File: src/sv/least_loaded_job_assigner_assert.svh
// Assertion macros shared by the job assigner modules.
// Each macro expects signals named clk and rst_n in the using module.
`ifndef LEAST_LOADED_JOB_ASSIGNER_ASSERT_SVH
`define LEAST_LOADED_JOB_ASSIGNER_ASSERT_SVH

// Same-cycle implication, checked outside reset.
`define LLJA_ASSERT_NOW(label, ante, cons, msg) \
  label: assert property (@(posedge clk) disable iff (!rst_n) (ante) |-> (cons)) \
    else $error(msg);

// Next-cycle implication, checked outside reset.
`define LLJA_ASSERT_NEXT(label, ante, cons, msg) \
  label: assert property (@(posedge clk) disable iff (!rst_n) (ante) |=> (cons)) \
    else $error(msg);

`endif

File: src/sv/llja_pkg.sv
`default_nettype none

package llja_pkg;

  // Field widths
  localparam int LOAD_W    = 32;
  localparam int DUR_W     = 16;
  localparam int IDX_OUT_W = 4;
  localparam int CFG_W     = 5;

  // Machine count after reset
  localparam logic [CFG_W-1:0] CFG_RESET = 5'd4;

  // Saturation value of a machine load
  localparam logic [LOAD_W-1:0] LOAD_MAX = 32'hFFFF_FFFF;

  // Commands from the controller to the datapath
  typedef struct packed {
    logic load_job;  // capture the accepted transaction, restart the scan
    logic scan;      // read the next machine load
    logic commit;    // add the job, write back, present the result
  } dp_cmd_t;

  // Status from the datapath to the controller
  typedef struct packed {
    logic scan_last;  // the read issued this cycle is the last active machine
    logic out_free;   // the result register can take a new result
  } dp_stat_t;

endpackage

`default_nettype wire

File: src/sv/least_loaded_job_assigner.sv
// Greedy list scheduler: each input transaction carries one job duration and
// a last-job flag; the job goes to the least-loaded active machine (lowest
// index on ties) and one result transaction returns the machine, its new
// load, the batch makespan, a saturation flag and the batch-done flag.
// Both channels use valid/stall; a transaction moves on a clock edge with
// valid high and stall low. cfg_wr_en/cfg_wr_data set the active machine
// count (0 acts as 1, values above MAX_MACHINES act as MAX_MACHINES); write
// it only while no job is in flight.
// The loads sit in a single-port-read RAM; the scan reads one load a cycle
// over the N active machines, then a drain state waits for the last read
// before the update state commits the result.
// in_stall is high from the accept edge until the result is committed.
// The result sits in an output register, so the next job is accepted while
// it waits; a stalled result holds the commit of the following job.
// Reset clears all loads, the makespan and the result valid flag and sets the
// machine count to 4; loads and makespan also clear after a last job.
`default_nettype none

module least_loaded_job_assigner #(
  parameter int MAX_MACHINES = 16
) (
  input  wire logic                          clk,
  input  wire logic                          rst_n,
  input  wire logic                          cfg_wr_en,
  input  wire logic [llja_pkg::CFG_W-1:0]    cfg_wr_data,
  input  wire logic                          in_valid,
  output logic                               in_stall,
  input  wire logic [llja_pkg::DUR_W-1:0]    in_job_duration,
  input  wire logic                          in_last_job,
  output logic                               out_valid,
  input  wire logic                          out_stall,
  output logic [llja_pkg::IDX_OUT_W-1:0]     out_machine_index,
  output logic [llja_pkg::LOAD_W-1:0]        out_machine_load,
  output logic [llja_pkg::LOAD_W-1:0]        out_makespan,
  output logic                               out_load_saturated,
  output logic                               out_batch_done
);

  llja_pkg::dp_cmd_t  cmd;
  llja_pkg::dp_stat_t stat;

  llja_ctrl u_ctrl (
    .clk      (clk),
    .rst_n    (rst_n),
    .in_valid (in_valid),
    .in_stall (in_stall),
    .cmd      (cmd),
    .stat     (stat)
  );

  llja_datapath #(
    .MAX_MACHINES (MAX_MACHINES)
  ) u_datapath (
    .clk                (clk),
    .rst_n              (rst_n),
    .cfg_wr_en          (cfg_wr_en),
    .cfg_wr_data        (cfg_wr_data),
    .in_job_duration    (in_job_duration),
    .in_last_job        (in_last_job),
    .cmd                (cmd),
    .stat               (stat),
    .out_valid          (out_valid),
    .out_stall          (out_stall),
    .out_machine_index  (out_machine_index),
    .out_machine_load   (out_machine_load),
    .out_makespan       (out_makespan),
    .out_load_saturated (out_load_saturated),
    .out_batch_done     (out_batch_done)
  );

endmodule

`default_nettype wire

File: src/sv/llja_ram.sv
`default_nettype none

module llja_ram #(
  parameter int WIDTH = 32,
  parameter int DEPTH = 16
) (
  input  wire logic                                     clk,
  input  wire logic                                     we,
  input  wire logic [((DEPTH > 1) ? $clog2(DEPTH) : 1)-1:0] waddr,
  input  wire logic [WIDTH-1:0]                         wdata,
  input  wire logic                                     re,
  input  wire logic [((DEPTH > 1) ? $clog2(DEPTH) : 1)-1:0] raddr,
  output logic      [WIDTH-1:0]                         rdata
);

  logic [WIDTH-1:0] mem [DEPTH];

  // Write port
  always_ff @(posedge clk) begin
    if (we) begin
      mem[waddr] <= wdata;
    end
  end

  // Registered read port
  always_ff @(posedge clk) begin
    if (re) begin
      rdata <= mem[raddr];
    end
  end

endmodule

`default_nettype wire

File: src/sv/llja_datapath.sv
`default_nettype none

`include "least_loaded_job_assigner_assert.svh"

module llja_datapath #(
  parameter int MAX_MACHINES = 16
) (
  input  wire logic                            clk,
  input  wire logic                            rst_n,
  input  wire logic                            cfg_wr_en,
  input  wire logic [llja_pkg::CFG_W-1:0]      cfg_wr_data,
  input  wire logic [llja_pkg::DUR_W-1:0]      in_job_duration,
  input  wire logic                            in_last_job,
  input  wire llja_pkg::dp_cmd_t               cmd,
  output llja_pkg::dp_stat_t                   stat,
  output logic                                 out_valid,
  input  wire logic                            out_stall,
  output logic [llja_pkg::IDX_OUT_W-1:0]       out_machine_index,
  output logic [llja_pkg::LOAD_W-1:0]          out_machine_load,
  output logic [llja_pkg::LOAD_W-1:0]          out_makespan,
  output logic                                 out_load_saturated,
  output logic                                 out_batch_done
);

  localparam int IDX_W = (MAX_MACHINES > 1) ? $clog2(MAX_MACHINES) : 1;
  localparam int CNT_W = $clog2(MAX_MACHINES + 1);
  localparam int CMP_W = (CNT_W > llja_pkg::CFG_W) ? CNT_W : llja_pkg::CFG_W;
  localparam logic [CMP_W-1:0] MAX_CNT = CMP_W'(MAX_MACHINES);
  localparam logic [IDX_W-1:0] MAX_IDX = IDX_W'(MAX_MACHINES - 1);

  // Configuration and batch state
  logic [llja_pkg::CFG_W-1:0]  machines_in_use_r;
  logic [MAX_MACHINES-1:0]     valid_r;
  logic [llja_pkg::LOAD_W-1:0] max_r;

  // Job and scan state
  logic [llja_pkg::DUR_W-1:0]  job_dur_r;
  logic                        last_r;
  logic [IDX_W-1:0]            scan_idx_r;
  logic                        rd_vld_r;
  logic [IDX_W-1:0]            rd_idx_r;
  logic [IDX_W-1:0]            best_idx_r;
  logic [llja_pkg::LOAD_W-1:0] best_load_r;

  // Result register
  logic                          out_valid_r;
  logic [llja_pkg::IDX_OUT_W-1:0] out_machine_index_r;
  logic [llja_pkg::LOAD_W-1:0]   out_machine_load_r;
  logic [llja_pkg::LOAD_W-1:0]   out_makespan_r;
  logic                          out_load_saturated_r;
  logic                          out_batch_done_r;

  logic [CMP_W-1:0]            cfg_ext;
  logic [IDX_W-1:0]            last_idx;
  logic [llja_pkg::LOAD_W-1:0] rd_data;
  logic [llja_pkg::LOAD_W-1:0] cur_load;
  logic [llja_pkg::LOAD_W:0]   sum;
  logic                        sat;
  logic [llja_pkg::LOAD_W-1:0] new_load;
  logic [llja_pkg::LOAD_W-1:0] new_max;

  // Clamp the machine count to 1..MAX_MACHINES and take its last index
  always_comb begin
    cfg_ext = CMP_W'(machines_in_use_r);
    if (cfg_ext == '0) begin
      last_idx = '0;
    end else if (cfg_ext >= MAX_CNT) begin
      last_idx = MAX_IDX;
    end else begin
      last_idx = IDX_W'(cfg_ext - CMP_W'(1));
    end
  end

  assign stat.scan_last = (scan_idx_r == last_idx);
  assign stat.out_free  = !out_valid_r || !out_stall;

  // Machine load store
  llja_ram #(
    .WIDTH (llja_pkg::LOAD_W),
    .DEPTH (MAX_MACHINES)
  ) u_loads (
    .clk   (clk),
    .we    (cmd.commit),
    .waddr (best_idx_r),
    .wdata (new_load),
    .re    (cmd.scan),
    .raddr (scan_idx_r),
    .rdata (rd_data)
  );

  // A load not written since the batch began reads as zero
  assign cur_load = valid_r[rd_idx_r] ? rd_data : '0;

  // Add the job with saturation and track the batch maximum
  always_comb begin
    sum      = {1'b0, best_load_r} + (llja_pkg::LOAD_W + 1)'(job_dur_r);
    sat      = sum[llja_pkg::LOAD_W];
    new_load = sat ? llja_pkg::LOAD_MAX : sum[llja_pkg::LOAD_W-1:0];
    new_max  = (new_load > max_r) ? new_load : max_r;
  end

  // Configuration register
  always_ff @(posedge clk) begin
    if (!rst_n) begin
      machines_in_use_r <= llja_pkg::CFG_RESET;
    end else if (cfg_wr_en) begin
      machines_in_use_r <= cfg_wr_data;
    end
  end

  // Capture the job and advance the scan
  always_ff @(posedge clk) begin
    if (!rst_n) begin
      scan_idx_r <= '0;
      rd_vld_r   <= 1'b0;
    end else begin
      rd_vld_r <= cmd.scan;
      if (cmd.load_job) begin
        scan_idx_r <= '0;
      end else if (cmd.scan) begin
        scan_idx_r <= scan_idx_r + IDX_W'(1);
      end
    end
  end

  always_ff @(posedge clk) begin
    if (cmd.load_job) begin
      job_dur_r <= in_job_duration;
      last_r    <= in_last_job;
    end
    if (cmd.scan) begin
      rd_idx_r <= scan_idx_r;
    end
  end

  // Keep the least load seen, lowest index on ties
  always_ff @(posedge clk) begin
    if (rd_vld_r && ((rd_idx_r == '0) || (cur_load < best_load_r))) begin
      best_idx_r  <= rd_idx_r;
      best_load_r <= cur_load;
    end
  end

  // Batch state: mark written loads, clear everything after the last job
  always_ff @(posedge clk) begin
    if (!rst_n) begin
      valid_r <= '0;
      max_r   <= '0;
    end else if (cmd.commit) begin
      if (last_r) begin
        valid_r <= '0;
        max_r   <= '0;
      end else begin
        valid_r[best_idx_r] <= 1'b1;
        max_r               <= new_max;
      end
    end
  end

  // Result register
  always_ff @(posedge clk) begin
    if (!rst_n) begin
      out_valid_r <= 1'b0;
    end else if (cmd.commit) begin
      out_valid_r <= 1'b1;
    end else if (!out_stall) begin
      out_valid_r <= 1'b0;
    end
  end

  always_ff @(posedge clk) begin
    if (cmd.commit) begin
      out_machine_index_r  <= llja_pkg::IDX_OUT_W'(best_idx_r);
      out_machine_load_r   <= new_load;
      out_makespan_r       <= new_max;
      out_load_saturated_r <= sat;
      out_batch_done_r     <= last_r;
    end
  end

  assign out_valid          = out_valid_r;
  assign out_machine_index  = out_machine_index_r;
  assign out_machine_load   = out_machine_load_r;
  assign out_makespan       = out_makespan_r;
  assign out_load_saturated = out_load_saturated_r;
  assign out_batch_done     = out_batch_done_r;

  `LLJA_ASSERT_NEXT(a_commit_shows_result, cmd.commit, out_valid_r,
    "commit did not load the result register")
  `LLJA_ASSERT_NEXT(a_last_clears_batch, cmd.commit && last_r,
    (valid_r == '0) && (max_r == '0), "batch state not cleared after last job")
  `LLJA_ASSERT_NEXT(a_max_covers_load, cmd.commit && !last_r,
    max_r >= out_machine_load_r, "makespan below the load just assigned")

endmodule

`default_nettype wire

File: src/sv/llja_ctrl.sv
`default_nettype none

`include "least_loaded_job_assigner_assert.svh"

module llja_ctrl (
  input  wire logic               clk,
  input  wire logic               rst_n,
  input  wire logic               in_valid,
  output logic                    in_stall,
  output llja_pkg::dp_cmd_t       cmd,
  input  wire llja_pkg::dp_stat_t stat
);

  localparam logic [1:0] ST_IDLE   = 2'd0;
  localparam logic [1:0] ST_SCAN   = 2'd1;
  localparam logic [1:0] ST_DRAIN  = 2'd2;
  localparam logic [1:0] ST_UPDATE = 2'd3;

  logic [1:0] state_r;
  logic [1:0] state_nxt;
  logic       accept;

  assign in_stall = (state_r != ST_IDLE);
  assign accept   = in_valid && !in_stall;

  // Sequence one job: scan all active loads, drain the read, then commit
  always_comb begin
    state_nxt    = state_r;
    cmd.load_job = 1'b0;
    cmd.scan     = 1'b0;
    cmd.commit   = 1'b0;
    unique case (state_r)
      ST_IDLE: begin
        if (accept) begin
          cmd.load_job = 1'b1;
          state_nxt    = ST_SCAN;
        end
      end
      ST_SCAN: begin
        cmd.scan = 1'b1;
        if (stat.scan_last) begin
          state_nxt = ST_DRAIN;
        end
      end
      ST_DRAIN: begin
        state_nxt = ST_UPDATE;
      end
      ST_UPDATE: begin
        if (stat.out_free) begin
          cmd.commit = 1'b1;
          state_nxt  = ST_IDLE;
        end
      end
      default: begin
        state_nxt = ST_IDLE;
      end
    endcase
  end

  always_ff @(posedge clk) begin
    if (!rst_n) begin
      state_r <= ST_IDLE;
    end else begin
      state_r <= state_nxt;
    end
  end

  `LLJA_ASSERT_NEXT(a_accept_starts_scan, accept, state_r == ST_SCAN,
    "accepted transaction did not start a scan")
  `LLJA_ASSERT_NEXT(a_scan_end_drains, (state_r == ST_SCAN) && stat.scan_last,
    state_r == ST_DRAIN, "scan did not stop at the last active machine")
  `LLJA_ASSERT_NEXT(a_commit_returns_idle, cmd.commit, state_r == ST_IDLE && !in_stall,
    "controller not ready after commit")

endmodule

`default_nettype wire

File: config.mk
export PLATFORM = sky130hd
export DESIGN_NAME = least_loaded_job_assigner
export DESIGN_NICKNAME = d
export VERILOG_FILES = /design/src/sv/llja_pkg.sv /design/src/sv/least_loaded_job_assigner.sv /design/src/sv/llja_ram.sv /design/src/sv/llja_datapath.sv /design/src/sv/llja_ctrl.sv
export VERILOG_INCLUDE_DIRS = /design/src /design/src/sv
export SDC_FILE = /design/constraint.sdc
export NUM_CORES = 1
export LEC_CHECK = 0
export BUFFER_PORTS_ARGS = -buffer_cell sky130_fd_sc_hd__buf_4
export CORE_UTILIZATION = 55
export CTS_CLUSTER_SIZE = 24
export DETAILED_ROUTE_END_ITERATION = 8
export PLACE_DENSITY = 0.75
export SYNTH_ARGS = -nofsm -noshare
export SYNTH_HDL_FRONTEND = slang
export SYNTH_HIERARCHICAL = 1
export SYNTH_SLANG_ARGS = --single-unit
File: constraint.sdc
create_clock -name clk -period 6.1 [get_ports clk]
set_input_delay 0.915 -clock clk [delete_from_list [all_inputs] [get_ports clk]]
set_output_delay 0.915 -clock clk [all_outputs]
set_load 0.005 [all_outputs]
==> reports/metrics.cfg <==
[sta]
max_freq_mhz=173.8
worst_pin_slew_ns=1.101
skew_ns=0.02402
layout_setup_ws_ns=0.3460
min_period_ns=5.754
finalSetupViolCount=0
fin_crit_sh_pct=94.33
drv_slew=0
tns_ns=0
finalHoldViolCount=0
fin_hold_ws_ns=0.4719
max_slew_margin_pct=26.57

[run]
maxCapViolCount=0

[die]
design.die.area_mm2=0.05572
rows=85
fp.dieW_um=236.1
io_pins=99
core-area_mm2=0.05403
initial_core_util_pct=55.77
die_y_um=236.1

[critical_path]
r2r_start=u_datapath/best_load_r[0]
crit_type=reg2reg
cp_max_fo=28
arrival_ns=6.10
crit_end=u_datapath/out_makespan[27]
reg2reg_depth=16
required_ns=6.45
end_kind=flip-flop
startpoint_type=flip-flop
r2r_setup_slack_ns=0.35
r2r_end=u_datapath/out_makespan[27]
cp-startpoint=u_datapath/best_load_r[0]

[min_path]
min_path_type=reg2reg
min_from=u_datapath/valid_r[7]

[pwr]
swShare_pct=28.49
p_per_area_mw_per_mm2=412.4
power.leakage_uw=0.01149
share_seq_of_total_power_pct=46.9
p_clk_share_pct=32.0
p_comb_share_pct=21.0
peakVddDrop_mv=0.2608
p_sw_uw=4042
p_int_uw=10150

[placement]
dp_cells=2490
numPortBuffers=98
gp_congestion=0.9494
hpwlAfterDp_mm=44.61
pre_cts_slack_ns=0.4509

[finish]
fill_cells=3691
syn_to_final_growth_pct=14.17
drive_gt1_share_pct=24.07
fin_nets=1986
final_util_pct=63.67
final_cells=2624
antennaDiodeCount=0

[yosys]
netlist_area_mm2=0.03013
yosys.area.top_type=edfxtp_1
yosys-top-cells-area=edfxtp_1, mux4_2, dfxtp_1
synth_flop_cell=edfxtp_1
syn_avg_cell_area_um2=17.58
synth_edf_count=671
synth_top_area_share_pct=66.87
syn_nets=1829
netlist_instances=1714
yosys_warnings=6
ys_types=83
synth_seq_area_share_pct=70.92
ys_ff_latch=732
ys_async_sr_fraction_pct=0

[grt]
antenna_found_initial=3
grt_pass1_wl_mm=107.7
first_global_vias=16750
grt.overflow.total=0
grtUsageTotal_pct=26.62
grt_max_degree=112

[clock_tree]
cts-root-buf=clkbuf_16
clkLatencyLatePin_ns=0.62
cts_made_buffers=74
cts_hold_buf=0
clkTransAtPathRegs_ns=0.06
clockBufferDepth=3
post-cts-setup-buffers=0
cts_tree=done
clock_tree.htree_level_count=3
cts.sinks=732

[detailed_routing]
drcViolationCount=0
routed_wl_mm=73.26
postRouteAntennaNets=0
drt_iter0_drc=1967
wl_per_cell_um=27.92
vias=16770
routed_via_density=6.389
drtPass1Iterations=6

[outcome]
outcome=complete, no violations

cells in the final DEF, fill, tap and decap left out, types with 6 or more instances in the layout:
master	n
mux4_2	133
bufinv_16	7
xor2_1	6
nand3_1	15
o21ai_1	7
nand2b_1	9
dfxtp_1	59
and2_1	38
edfxtp_1	671
nand2_1	90
nor2_1	51
nor2b_1	9
a22oi_1	68
mux2i_1	11
ha_1	86
nor3_1	17
a211oi_1	8
xnor2_1	14
clkinv_2	12
o211ai_1	6
clkbuf_1	13
a21o_1	13
nand4_1	18
a21oi_1	48
a32o_1	23
o21ai_0	28
inv_1	76
a31oi_1	8
buf_4	147
nor2_4	12
mux2_2	23
clkinv_1	13
clkbuf_16	78
per-stage QoR:
step	instance area, um2	power [uW]
after floorplan	30130	8602
after global placement	31940	9573
after detailed placement	31940	9681
after CTS	34380	14220
after global routing	34400	14700
final	34400	14190
Yosys cell counts (all sizes together) (5+ instances only):
library cell and instances:
a2111oi 5, a211oi 10, a21o 14, a21oi 50, a221oi 5, a22oi 68, a31oi 8, a32o 24
and2 39, buf 42, clkbuf 27, dfxtp 61, edfxtp 671, ha 87, inv 77, mux2 24
mux2i 11, mux4 133, nand2 92, nand2b 9, nand3 16, nand4 19, nor2 64, nor2b 11
nor3 23, o211ai 7, o21ai 36, o22ai 5, xnor2 14, xor2 6
kinds of logic after synthesis:
| group | count (synthesis) | synth area share [%] |
|---|---|---|
| AOI/OAI and AO/OA | 261 | 6.403 |
| xor gates and xnor gates | 20 | 0.5814 |
| adders and majority gates | 88 | 3.679 |
| buffers and inverters | 148 | 2.143 |
| DFF | 732 | 70.92 |
| muxes | 168 | 11.20 |
| and+or+nand+nor | 297 | 5.066 |
critical path: stages (launching register included):
cell and delay, ns:
edfxtp_1 0.40, ha_1 0.25, fa_1 0.45, a211oi_2 0.32
o21ai_0 0.15, a22oi_1 0.42, nand2b_1 0.12, xnor2_1 0.50
nand2_1 0.53, ha_1 0.37, a21oi_1 0.11, o21ai_0 0.10
a221o_1 0.31, o41ai_1 0.40, a32o_2 0.30, buf_4 0.38
mux2_1 0.37
worst min path at each step:
stage | endpoint | slack [ns] | depth (start not counted)
2_1_floorplan | u_datapath/best_idx_r[0] | 0.42 | 0
3_5_place_dp | u_datapath/valid_r[7] | 0.46 | 2
4_1_cts | u_datapath/job_dur_r[15] | 0.45 | 1
5_1_grt | u_datapath/job_dur_r[11] | 0.46 | 1
6_report | u_datapath/valid_r[7] | 0.47 | 2
3_3_place_gp | u_datapath/valid_r[7] | 0.44 | 2
final cells by class:
cell class                 instances  area (um2)  area share, %
clock inverter                    41       430.4          1.251
inverter                          79       297.8         0.8656
tap                              696       870.8          2.531
timing repair buffer             149        1144          3.324
sequential                       732       21380          62.14
clock buffer                      92        2014          5.856
multi-input combinational        835        8265          24.03
repair_timing:
action,in CTS,in global routing
endpoints found under the hold margin,0,0
setup endpoints to repair,0,21
gates resized for setup,0,3
sequential cells by signal (all words and copies together) (netlist names), 16 cells and up:
| name | count |
|---|---|
| u_datapath/u_loads/rdata | 32 |
| u_datapath/out_machine_load | 32 |
| u_datapath/u_loads/mem | 512 |
| u_datapath/max_r | 32 |
| u_datapath/job_dur_r | 16 |
| u_datapath/valid_r | 16 |
| u_datapath/out_makespan | 32 |
| u_datapath/best_load_r | 32 |
metal layers:
layer,global-route usage (%),vias up,routed length [um]
met5,0,-,0
met4,9.051,0,2388
met3,4.798,145,6013
met2,41.34,774,34190
met1,38.36,8654,30670
li1,-,7193,-
power by group through the flow:
stage	Combinational [uW]	Sequential (uW)	Clock [uW]
final	2980	6660	4550
after global routing	3230	6680	4790
after global placement	2830	6750	0
after floorplan	1980	6630	0
after detailed placement	2930	6750	0
after CTS	2960	6650	4610
(Power assumes the default switching activity.)
